File: config.mk
export PLATFORM = sky130hd
export DESIGN_NAME = v4cpa_lane
export DESIGN_NICKNAME = d
export VERILOG_FILES = /design/src/hdl/v4cpa_pkg.sv /design/src/hdl/v4cpa_lane.sv
export SDC_FILE = /design/constraint.sdc
export NUM_CORES = 1
export LEC_CHECK = 0
export BUFFER_PORTS_ARGS = -buffer_cell sky130_fd_sc_hd__clkbuf_2
export CAP_MARGIN = 20
export CORE_MARGIN = 2
export CORE_UTILIZATION = 28
export DETAILED_ROUTE_END_ITERATION = 10
export PLACE_DENSITY = 0.84
export SLEW_MARGIN = 20
export SYNTH_ARGS = -nofsm -noshare
export SYNTH_HDL_FRONTEND = slang
export SYNTH_SLANG_ARGS = --single-unit
File: constraint.sdc
create_clock -name vclk -period 1
set_input_delay 0.05 -clock vclk [all_inputs]
set_output_delay 0.05 -clock vclk [all_outputs]
set_load 0.01 [all_outputs]
File: src/hdl/v4cpa_pkg.sv
// Shared types and constants for the vec4 constant pool allocator.
// Used by every module of the block; no dependencies.
`default_nettype none
package v4cpa_pkg;

	localparam int unsigned COMP_N   = 4;
	localparam int unsigned SLOTS_DEF = 256;
	localparam int unsigned TAG_W    = 4;
	localparam int unsigned WORD_W   = 32;
	localparam int unsigned CFG_W    = 10;
	localparam int unsigned ROW_W    = 9;
	localparam int unsigned CNT_IN_W = 3;

	typedef struct packed {
		logic [TAG_W-1:0]  tag;
		logic [WORD_W-1:0] word;
	} slot_t;

	typedef struct packed {
		logic clear;
		logic step;
	} scan_ctl_t;

endpackage
`default_nettype wire

File: src/hdl/v4cpa_lane.sv
// One compare lane: matches a table slot against one request component.
// Depends on v4cpa_pkg for the slot entry type.
`default_nettype none
module v4cpa_lane (
	input  wire v4cpa_pkg::slot_t                    entry,
	input  wire logic [v4cpa_pkg::TAG_W-1:0]         req_tag,
	input  wire logic [v4cpa_pkg::WORD_W-1:0]        req_word,
	output logic                                     match
);
	import v4cpa_pkg::*;

	assign match = (entry.tag == '0) || ((entry.tag == req_tag) && (entry.word == req_word));

endmodule
`default_nettype wire

==> flow_summary.ini <==
[outcome]
status = complete, but fails checks
violations = setup timing

[floorplanning]
die_w_um = 42.4
die_h_um = 42.4
start_util_pct = 31.0
num_io_pins = 73
rows = 13
core_um2 = 1330
die_area_um2 = 1800

[critical_path]
path_buf_inv = 2
crit_path_max_fanout = 1
arrival_ps = 1110
crit_path_end_kind = primary output
crit_type = input port to primary output
critPathTopFamily = simple AND/OR/NAND/NOR gates
crit_chain = clkbuf_2, xor2_1, nor4_1, nand3_1, o31ai_2, buf_2
slowest_stage = nor4_1
worst_path_largest_cell_delay_ps = 300
required_ps = 950
start_kind = input port

[sta]
fin_crit_ps = 1160
setup_viol = 1
slew_headroom_pct = 82.6
setup-tns-final_ps = -156
period_share_pct = 116
fmax_mhz = 865
rsz0062_at_grt = yes
slew_violations = 0
worst_pin_slew_ps = 258
hold_viol = 0
fin_ws_ps = -156
holdWs_ps = 523

[route]
drc_errors = 0
vias_per_cell = 4.45
drtAntennaViolNets = 0
first_pass_iters = 3
avgRoutedWirePerCell_um = 9.94
drt-total-wl_um = 1380
via_count = 619
first_iter_violations = 2

[placement]
hpwl_um = 1350
io_buffer_count = 73
gp_congestion = 0.653
placed_cell_area_um2 = 805
dp_slack_ps = -183

[grt]
grt_pass1_vias = 608
grt-ovfl-total = 0
grt_util_all_layers_pct = 15.7
grt_max_degree = 3
grt_pass1_wl_um = 2360
antenna_found_initial = 0

[pwr]
p_leak_nw = 0.474
ir_worst_vdd_mv = 0.178
powerDensity_nw_per_um2 = 359

[clocking]
post_cts_buffers = 0
cts_hold_buf = 0

[logic_synthesis]
yosysWarnings = 0
syn-num-nets = 122
syn-cell-area_um2 = 413
syn_inst = 50
ys_types = 8
synthTopCellsByArea = xor2_1 76%, nor4_1 12%, nor4_2 3.0%, o31ai_2 3.0%, or4_1 1.8%
syn_avg_cell_area_um2 = 8.26
yosys.area.top_type = xor2_1
synth_top_area_share_pct = 76.4
ys_seq_area_share_pct = 0

[min_path]
min_to = match
whs_path_depth = 4
hp-class = input port to primary output
worstHoldStart = entry[33]

[cells_and_area]
n_antenna_cell = 0
clkbuf_count = 0
final_area_um2 = 817
final_cell_mix = 72 x clkbuf_2, 36 x xor2_1, 6 x nor4_1, 3 x nor4_2
seqCellArea_um2 = 0
fin_nets = 198
final_util_pct = 61.3
final_common_cell = clkbuf_2
drive_gt1_share_pct = 62.9
fillers = 137
nFlopsAndLatches = 0
area_delta_synth_final_pct = 97.9

[run]
maxCapViolCount = 0
[synth_stat cells]
cell	number
xor2_1	36
nor4_1	8
nand2_1	1
nand3_1	1
nand4_1	1
nor4_2	1
o31ai_2	1
or4_1	1
[worst min-delay path, stage by stage]
cell and delay, ps:
clkbuf_2 90, or4_1 130, o31ai_2 60, buf_2 130
[layer usage]
layer	global-route usage, %	wire length (um)
met1	17.5	418
met2	32.6	786
met3	1.72	177
met4	0	0
met5	0	0
[how the worst max path moves through the flow]
stage	start	end	slack [ps]	cells after the start
floorplan	req_word[17]	match	100	4
global placement	req_word[24]	match	-210	6
detailed placement	req_word[24]	match	-180	6
CTS	req_tag[3]	match	-180	6
global route	req_word[17]	match	-210	6
finish	req_word[8]	match	-160	6
[cells by family (layout without fill, tap and decap cells)]
family / count (synthesis) / count (layout) / share of synthesized area (%)
and+or+nand+nor: 13 / 13 / 20.6
xor gates and xnor gates: 36 / 36 / 76.4
AOI/OAI and AO/OA: 1 / 1 / 3.03
buffers and inverters: 0 / 74 / 0
[cell type report]
cell class,count,area (um^2),area share (%)
well taps,15,18.8,2.30
repair buffers,74,373,45.6
multi-input cells,50,425,52.1
[what timing repair did]
item / 4_1_cts / 5_1_grt
resized for setup: 0 / 3
pin swaps: 2 / 6
setup endpoints to repair: 1 / 1
[metrics by stage]
| stage | power [mW] | instances |
|---|---|---|
| global placement | 0.277 | 139 |
| CTS | 0.290 | 139 |
| detailed placement | 0.288 | 139 |
| floorplan | 0.108 | 50 |
| finish | 0.293 | 139 |
| global route | 0.326 | 139 |
[report_power, final]
part	switching, mW	internal (mW)	leakage, nW
clock network	0	0	0
registers	0	0	0
logic	0.120	0.173	0.474
No activity file was read; power rests on OpenSTA's default activity.
