--- src/hdl/v4cpa_pkg.sv ---
// Shared types and constants for the vec4 constant pool allocator.
// Used by every module of the block; no dependencies.
`default_nettype none
package v4cpa_pkg;

	localparam int unsigned COMP_N   = 4;
	localparam int unsigned SLOTS_DEF = 256;
	localparam int unsigned TAG_W    = 4;
	localparam int unsigned WORD_W   = 32;
	localparam int unsigned CFG_W    = 10;
	localparam int unsigned ROW_W    = 9;
	localparam int unsigned CNT_IN_W = 3;

	typedef struct packed {
		logic [TAG_W-1:0]  tag;
		logic [WORD_W-1:0] word;
	} slot_t;

	typedef struct packed {
		logic clear;
		logic step;
	} scan_ctl_t;

endpackage
`default_nettype wire

--- src/hdl/v4cpa_merge.sv ---
// Merge stage: chains lane matches into live windows and flags the first full one.
// Depends on v4cpa_pkg for the scan control struct.
`default_nettype none
module v4cpa_merge #(
	parameter int unsigned SLOTS = v4cpa_pkg::SLOTS_DEF
) (
	input  wire logic                         clk,
	input  wire logic                         arst_n,
	input  wire v4cpa_pkg::scan_ctl_t         ctl,
	input  wire logic [v4cpa_pkg::COMP_N-1:0] match,
	input  wire logic [1:0]                   comp_last,
	input  wire logic [$clog2(SLOTS+1)-1:0]   slot,
	output logic                              hit,
	output logic [$clog2(SLOTS+1)-1:0]        start
);
	import v4cpa_pkg::*;

	localparam int unsigned CNT_W = $clog2(SLOTS+1);

	logic [COMP_N-1:1] alive_q;
	logic [COMP_N-1:0] alive;

	assign alive[0] = match[0];
	assign alive[1] = alive_q[1] & match[1];
	assign alive[2] = alive_q[2] & match[2];
	assign alive[3] = alive_q[3] & match[3];

	assign hit   = ctl.step & alive[comp_last];
	assign start = slot - CNT_W'(comp_last);

	always_ff @(posedge clk or negedge arst_n) begin
		if (!arst_n) begin
			alive_q <= '0;
		end else if (ctl.clear) begin
			alive_q <= '0;
		end else if (ctl.step) begin
			alive_q <= alive[COMP_N-2:0];
		end
	end

endmodule
`default_nettype wire

--- config.mk ---
export PLATFORM = sky130hd
export DESIGN_NAME = v4cpa_merge
export DESIGN_NICKNAME = d
export VERILOG_FILES = /design/src/hdl/v4cpa_pkg.sv /design/src/hdl/v4cpa_merge.sv
export SDC_FILE = /design/constraint.sdc
export NUM_CORES = 1
export LEC_CHECK = 0
export ABC_AREA = 1
export BUFFER_PORTS_ARGS = -buffer_cell sky130_fd_sc_hd__clkbuf_2
export CORE_MARGIN = 10
export CORE_UTILIZATION = 29
export DETAILED_ROUTE_END_ITERATION = 10
export PLACE_DENSITY_LB_ADDON = 0.08
export REMOVE_ABC_BUFFERS = 1
export SLEW_MARGIN = 25
export SYNTH_ARGS = -nofsm -noshare
export SYNTH_HDL_FRONTEND = slang
export SYNTH_SLANG_ARGS = --single-unit
--- constraint.sdc ---
create_clock -name clk -period 1.76 [get_ports clk]
set_clock_uncertainty 0.2 [all_clocks]
set_input_delay 0 -clock clk [delete_from_list [all_inputs] [get_ports clk]]
set_output_delay 0 -clock clk [all_outputs]
set_load 0.01 [all_outputs]
==> reports/summary.md, run 1 <==
The run finished with clean final reports. For the number of warnings reported in the yosys synthesis log, the log shows 0. The die is 56.8 µm wide.

The number of hold buffers added after CTS was 11. Subtracting the final worst setup slack from the clock period gives 1.60 ns. The largest delay contributor family on the critical path is buffers and inverters. After synthesis the netlist holds a flip-flop and latch count of 3. The maximum root-to-sink buffer count is 2, and the fraction of power spent switching nets is 31.8%. The analysis attributes to cell leakage a power of 0.393 nW.

Of the synthesized area, sequential elements account for 19.2%. Type of the worst setup path: in2reg. Counting flops per register, the top entry is alive_q. The maximum vdd ir drop was 295 µV; the aggregate routed wire length was 1330 µm.

The run gives 0 as the total of cells resized after clock tree synthesis. The final cycle utilization of the critical path is 90.7%. The multi-input gate area in the final layout was 268 µm². The most common cell type on the critical path was sky130_fd_sc_hd__dlygate4sd3_1. The post-synthesis mux area share was 0%. The logs give 0 ns for the final setup TNS and 106 µW for the net switching component of the power. The smallest setup slack after layout came out at 0.163 ns. The register with the most flip-flops in the layout has 3 of them. A synthesized cell averages 5.93 µm². After Yosys synthesis, and, or, nand and nor cells account for 39.9% of the synthesized area. The via count of the first global-routing pass was 543; the instance count of the mapped netlist was 66. Wire length per cell: 10.8 µm. The tree is rooted in a sky130_fd_sc_hd__clkbuf_4.

Of the cells placed in the final design, the portion with a size suffix greater than 1 is 32.1%. The depth of the CTS H-tree was 1; the total number of placement rows was 13. For the pin with the worst max-slew slack, the measured transition is 0.186 ns.

Power comes to 333 µW. For this run, design rule violations remaining after detail routing come to 0. Entering global routing, the biggest net connects 5 pins. In this run the critical register-to-register path is launched from alive_q[1]. At the end of routability-driven placement, the weighted congestion stood at 0.725. The xor/xnor cell area share of the yosys netlist works out to 6.71%.

In this run the worst setup path begins at ctl[0]. The number of endpoints with negative hold slack in the final report came out at 0. The boundary pin count is 29, and the total track usage is 7.83%. The y dimension of the die works out to 56.8 µm. The number of buffers created by CTS is 3. Across all layers, the routed design uses 540 vias. In this run, placement finished with an instance count of 109. The run gives 124 as the post-route non-filler standard cell count.

TritonCTS built the clock tree. Setup repair after global routing left no endpoint under its margin. The critical path goes through dlygate4sd3_1 -> clkbuf_2 -> inv_1 -> a21oi_1 -> dlygate4sd3_1 -> nor2_1. The count of final setup violators was 0. The largest registers in the layout are alive_q x3. The run gives 8 as the DRC marker count from the first detailed-route iteration. The tools report the launching element type of the critical path as a primary input.

The logs give 132 for the final layout net count and 551 µm² for the cell area after placement. After legalization and detailed placement, the total HPWL measured 1050 µm. Mean number of vias per cell: 4.35. The first-pass GRT wire length was 2170 µm; the number of clock sinks was 3. Summing the areas of all fa, ha and maj instances in the mapped netlist gives 11.5% of the synthesized area. Maximum frequency from static timing analysis: 626 MHz. The count of unique library cells instantiated by Yosys was 15. Clock latency on the worst-skew pair, taken at its later pin, is 0.23 ns. Summing the areas of all compound-gate instances in the mapped netlist gives 10.2% of the synthesized area. Data on the critical path is required at its endpoint by 1.67 ns. Cells fill 53.5% of the core in the end. After routing the design area is 687 µm². The post-synthesis to final-layout area growth was 75.4%. Number of setup buffers added after CTS: 0. Among all stages on the critical path, the largest delay is contributed by sky130_fd_sc_hd__dlygate4sd3_1.

After clock tree synthesis, the clock-pin slew on the worst setup and hold paths is 0.03 ns. The worst hold-check path type was in2out. Worst setup slack before clock tree synthesis: 0.380 ns.

The highest net fanout along the worst path was 4; the die footprint was 3220 µm². The tightest hold margin was 0.0977 ns. In this run the remaining antenna-violating nets after routing total 0.

The longest individual stage delay on the worst path was 0.58 ns; the data arrival at the endpoint of the critical path was 1.51 ns. The worst hold path begins at slot[4]. Port buffering added 28 buffers. 0 antenna diodes ended up in the layout. The run gives 0 as the final max-slew violation count.

Combinational family with the most area after synthesis: simple AND/OR/NAND/NOR gates. Measured against its own limit, the worst slew margin works out to 87.4%. The number of buffers and inverters on the critical path is 4, and the total of fill cells in the finished design is 134. The register area is 75.1 µm², and the mapped cell area is 392 µm².

Max-cap violations in this run came to 0. For the internal power, the log shows 227 µW. The tools report the nature of the critical path endpoint as a flip-flop.

The logs give 30.5% for the starting density of the core and 42.2% for the combinational power share. The area of the placeable core was 1280 µm²; the share of power burned in registers was 22.9%. The tools report the number of detailed-route iterations in the first pass as 4.

The power per cell area is 485 nW/µm². The number of antenna violations at the first check in global routing is 0. The clock network is responsible for 34.9% of the overall power.

Summed over all layers, the global routing overflow is 0.
power by group through the flow:
stage / combinational, mW / sequential [mW] / clock (mW)
finish: 0.141 / 0.0762 / 0.116
global route: 0.158 / 0.0772 / 0.126
CTS: 0.141 / 0.0761 / 0.124
detailed placement: 0.120 / 0.0770 / 0
global placement: 0.120 / 0.0769 / 0
floorplan: 0.0622 / 0.0762 / 0
area by class of cell:
class	instances	share of cell area, %
inverters	13	7.10
multi-input cells	50	39.0
repair buffers	39	36.4
well taps	15	2.73
clock buffers	4	3.83
flip-flops and latches	3	10.9
Yosys cell counts:
library cell / number / area share [%]
sky130_fd_sc_hd__inv_1: 13 / 12
sky130_fd_sc_hd__a21oi_1: 2 / 2.6
sky130_fd_sc_hd__fa_1: 1 / 5.1
sky130_fd_sc_hd__ha_1: 2 / 6.4
sky130_fd_sc_hd__nand4_1: 1 / 1.6
sky130_fd_sc_hd__nand2_1: 12 / 12
sky130_fd_sc_hd__dfrtp_1: 3 / 19
sky130_fd_sc_hd__nor2_1: 12 / 12
sky130_fd_sc_hd__xnor2_1: 2 / 4.5
sky130_fd_sc_hd__o21ai_1: 3 / 3.8
sky130_fd_sc_hd__nand2_2: 2 / 3.2
sky130_fd_sc_hd__o21ai_0: 3 / 3.8
sky130_fd_sc_hd__nand3_1: 7 / 8.9
sky130_fd_sc_hd__nor2_2: 2 / 3.2
sky130_fd_sc_hd__xor2_1: 1 / 2.2
routing by layer:
| layer | part of all wire, % | vias to the layer above | routed length (µm) | track usage [%] |
|---|---|---|---|---|
| li1 | - | 290 | - | - |
| met1 | 39 | 238 | 520 | 8.87 |
| met2 | 52 | 12 | 697 | 13.0 |
| met3 | 8.6 | 0 | 114 | 2.70 |
| met4 | 0 | 0 | 0 | 3.02 |
| met5 | 0 | - | 0 | 0 |
kinds of logic after synthesis:
group | Yosys count
AO/OA/AOI/OAI | 8
XOR/XNOR | 3
adder cells (fa/ha/maj) | 3
buffers and inverters | 13
flip-flops | 3
AND/OR/NAND/NOR | 36
tightest hold or removal path: cells and delay by family:
kind | cells | cell delay [ns]
XOR/XNOR | 1 | 0.07
buffers and inverters | 2 | 0.23
layout by cell type (no fill, tap or decap):
| cell | count |
|---|---|
| sky130_fd_sc_hd__nand4_1 | 1 |
| sky130_fd_sc_hd__xnor2_1 | 2 |
| sky130_fd_sc_hd__clkbuf_4 | 3 |
| sky130_fd_sc_hd__nand3_1 | 7 |
| sky130_fd_sc_hd__xor2_1 | 1 |
| sky130_fd_sc_hd__nor2_2 | 2 |
| sky130_fd_sc_hd__nand2_1 | 12 |
| sky130_fd_sc_hd__ha_1 | 2 |
| sky130_fd_sc_hd__a21oi_1 | 2 |
| sky130_fd_sc_hd__o21ai_0 | 3 |
| sky130_fd_sc_hd__dlygate4sd3_1 | 11 |
| sky130_fd_sc_hd__inv_1 | 13 |
| sky130_fd_sc_hd__clkbuf_2 | 28 |
| sky130_fd_sc_hd__dfrtp_1 | 3 |
| sky130_fd_sc_hd__nand2_2 | 2 |
| sky130_fd_sc_hd__clkbuf_1 | 1 |
| sky130_fd_sc_hd__o21ai_1 | 3 |
| sky130_fd_sc_hd__nor2_1 | 12 |
| sky130_fd_sc_hd__fa_1 | 1 |
worst paths after layout:
path,depth (start not counted),slack [ns],endpoint
worst max-delay path,6,0.16,alive_q[2]
worst min-delay path,3,0.1,start[4]
worst max register to register,3,0.21,alive_q[1]
worst min register to register,2,0.34,alive_q[3]
max in group asynchronous,3,0.78,alive_q[3]
min in group asynchronous,3,0.44,alive_q[1]
Note: power is estimated with default switching activity, not from simulation.
==> run 2: changes to the inputs <==
Settings changed: MAX_ROUTING_LAYER set to met4.
==> reports/summary.md, run 2 (synthesis gave the netlist of run 1 again) <==
The flow ran to the end, and the final reports show no timing, DRC or antenna violations. The run gives 0 as the total of cells resized after clock tree synthesis. For this run, the share of the core covered by cells in the final layout is 53.5%. On the final layout, the worst hold slack is 0.0977 ns. The number of setup buffers added after CTS was 0; the data arrival at the endpoint of the critical path was 1.51 ns. Fill cells in the final layout number 134.

The worst setup path is launched from a primary input. The longest clock path from root to sink contains 2 buffers. Leakage power: 0.393 nW.

Setup repair after global routing left no endpoint under its margin. Walking the worst path, the cells encountered are dlygate4sd3_1 -> clkbuf_2 -> inv_1 -> a21oi_1 -> dlygate4sd3_1 -> nor2_1. The post-route non-filler standard cell count was 124. The logs give 0.734 for the weighted congestion at the end of routability-driven global placement and 8 for the DRC marker count from the first detailed-route iteration. Using the TritonRoute via totals, the vias-per-cell ratio works out to 4.35. The largest registers in the layout are alive_q x3. The area of the placeable core came out at 1280 µm². On the worst path, the slowest cell contributes a delay of 0.58 ns. The tools report the final layout net count as 132. Of the total power, the clock network draws 34.9%.

Measured along the x axis, the die boundary spans 56.8 µm. After floorplanning, the core was divided into 13 placement rows. The logs give 42.2% for the combinational power share and 5 for the largest net degree at the start of global routing.

The post-route netlist has 32.1% of its cells at a drive strength greater than 1. Net switching is 31.8% of the power. The register with the most flip-flops in the layout has 3 of them. Maximum frequency from static timing analysis: 626 MHz.

The required time of the critical path is 1.67 ns, and the number of antenna violations at the first check in global routing is 0. The HPWL after detailed placement is 1050 µm. 29 I/O pins were placed. The number of antenna diodes in the final layout is 0. From bottom edge to top edge, the die measures 56.8 µm. The clock slew at the register clock pins of the worst setup and hold paths was 0.03 ns. For this design, the slowest cell found on the critical path is sky130_fd_sc_hd__dlygate4sd3_1. The number of clock sinks was 3; the final cycle utilization of the critical path was 90.7%.

The depth of the CTS H-tree was 1. The net switching component of the power was 106 µW; the worst setup slack before clock tree synthesis was 0.380 ns. For this design the ratio of total power to cell area is 485 nW/µm². Across all setup checks in the final design, the least slack found is 0.163 ns. Compared with the post-synthesis result, the final layout area differs by 75.4%.

The minimum clock period was 1.60 ns; the aggregate routed wire length was 1330 µm. For the number of detailed-route iterations in the first pass, the log shows 4. Wire length per cell: 10.8 µm.

The via count of the first global-routing pass is 543, and the maximum vdd ir drop is 295 µV. At the pin with the least slew margin, the transition time is 0.186 ns. Global routing finished with a remaining overflow of 0. For the final max-slew violation count, the log shows 0.

The floorplan step defined a die boundary enclosing 3220 µm². STA classifies the critical path endpoint as a flip-flop. The count of final setup violators came out at 0. The tools report the share of power burned in registers as 22.9%.

In this run the clock root is driven by a sky130_fd_sc_hd__clkbuf_4. The highest net fanout along the worst path works out to 4. The most common cell type on the critical path was sky130_fd_sc_hd__dlygate4sd3_1.

Leaving out fill and tap cells, the most frequent cells in the layout are sky130_fd_sc_hd__clkbuf_2 (28), sky130_fd_sc_hd__inv_1 (13), sky130_fd_sc_hd__nor2_1 (12), sky130_fd_sc_hd__nand2_1 (12), sky130_fd_sc_hd__dlygate4sd3_1 (11). The logs give 2170 µm for the first-pass GRT wire length and 227 µW for the internal power. The most common cell after layout, fill and taps aside is sky130_fd_sc_hd__clkbuf_2.

Across the run, the number of max-cap violations was 0. The count of buffers inserted at the top-level ports was 28. The path class of the tightest hold or removal check is in2out. The final setup TNS is 0 ns.

TritonCTS built the clock tree. In the routed design, unresolved DRC markers number 0. The run gives 0 as the number of endpoints with negative hold slack in the final report. Measured against its own limit, the worst slew margin works out to 87.4%.

Summing over every cut layer, the via total after detailed routing is 540. The number of clock buffers added by TritonCTS is 3. Counting flops per register, the top entry is alive_q. The number of antenna-violating nets in the routed design was 0. Across every metal layer, demand over resource in global routing totals 8.03%. The number of placed instances, taps included, is 109.

For this configuration, the core starts out at a cell density of 30.5%. The clock latency at the later pin of the worst-skew pair came out at 0.23 ns. The critical path is of the in2reg type.
## run 2: what timing repair did
action,4_1_cts,5_1_grt
setup endpoints to repair,0,0
hold buffers,11,0
endpoints found under the hold margin,6,0
## run 2: final cells by class
type / count / area (µm²) / share of cell area (%)
multi-input cells: 50 / 268 / 39.0
repair buffers: 39 / 250 / 36.4
flip-flops and latches: 3 / 75.1 / 10.9
inverters: 13 / 48.8 / 7.10
clock buffers: 4 / 26.3 / 3.83
well taps: 15 / 18.8 / 2.73
## run 2: final timing paths
path,to,cells past startpoint,startpoint,slack [ns]
setup reg to reg,alive_q[1],3,alive_q[1],0.21
min in group asynchronous,alive_q[1],3,arst_n,0.44
hold reg to reg,alive_q[3],2,alive_q[3],0.34
setup / recovery,alive_q[2],6,ctl[0],0.16
hold / removal,start[4],3,slot[4],0.1
max in group asynchronous,alive_q[3],3,arst_n,0.78
## run 2: per-stage QoR
step	power [mW]	cell area (µm²)
final	0.333	687
after global routing	0.361	687
after CTS	0.341	687
after detailed placement	0.197	551
after global placement	0.197	551
after floorplan	0.138	392
## run 2: power by group through the flow
| stage | registers [mW] | logic (mW) | clock network (mW) |
|---|---|---|---|
| after CTS | 0.0761 | 0.141 | 0.124 |
| after global placement | 0.0769 | 0.120 | 0 |
| after global routing | 0.0772 | 0.158 | 0.126 |
| after floorplan | 0.0762 | 0.0622 | 0 |
| final | 0.0762 | 0.141 | 0.116 |
| after detailed placement | 0.0770 | 0.120 | 0 |
## run 2: critical path, delay by kind of cell
| kind | cells | cell delay, ns |
|---|---|---|
| compound gates | 1 | 0.14 |
| buf+inv | 4 | 1.32 |
| simple gates | 1 | 0.05 |
## run 2: routing by layer
layer	part of all wire [%]	up-vias	wire, µm	global-route usage (%)
met5	0	-	0	-
met1	40	238	533	9.11
met4	0	0	0	3.02
met2	52	12	697	13.0
met3	7.6	0	101	2.25
li1	-	290	-	-
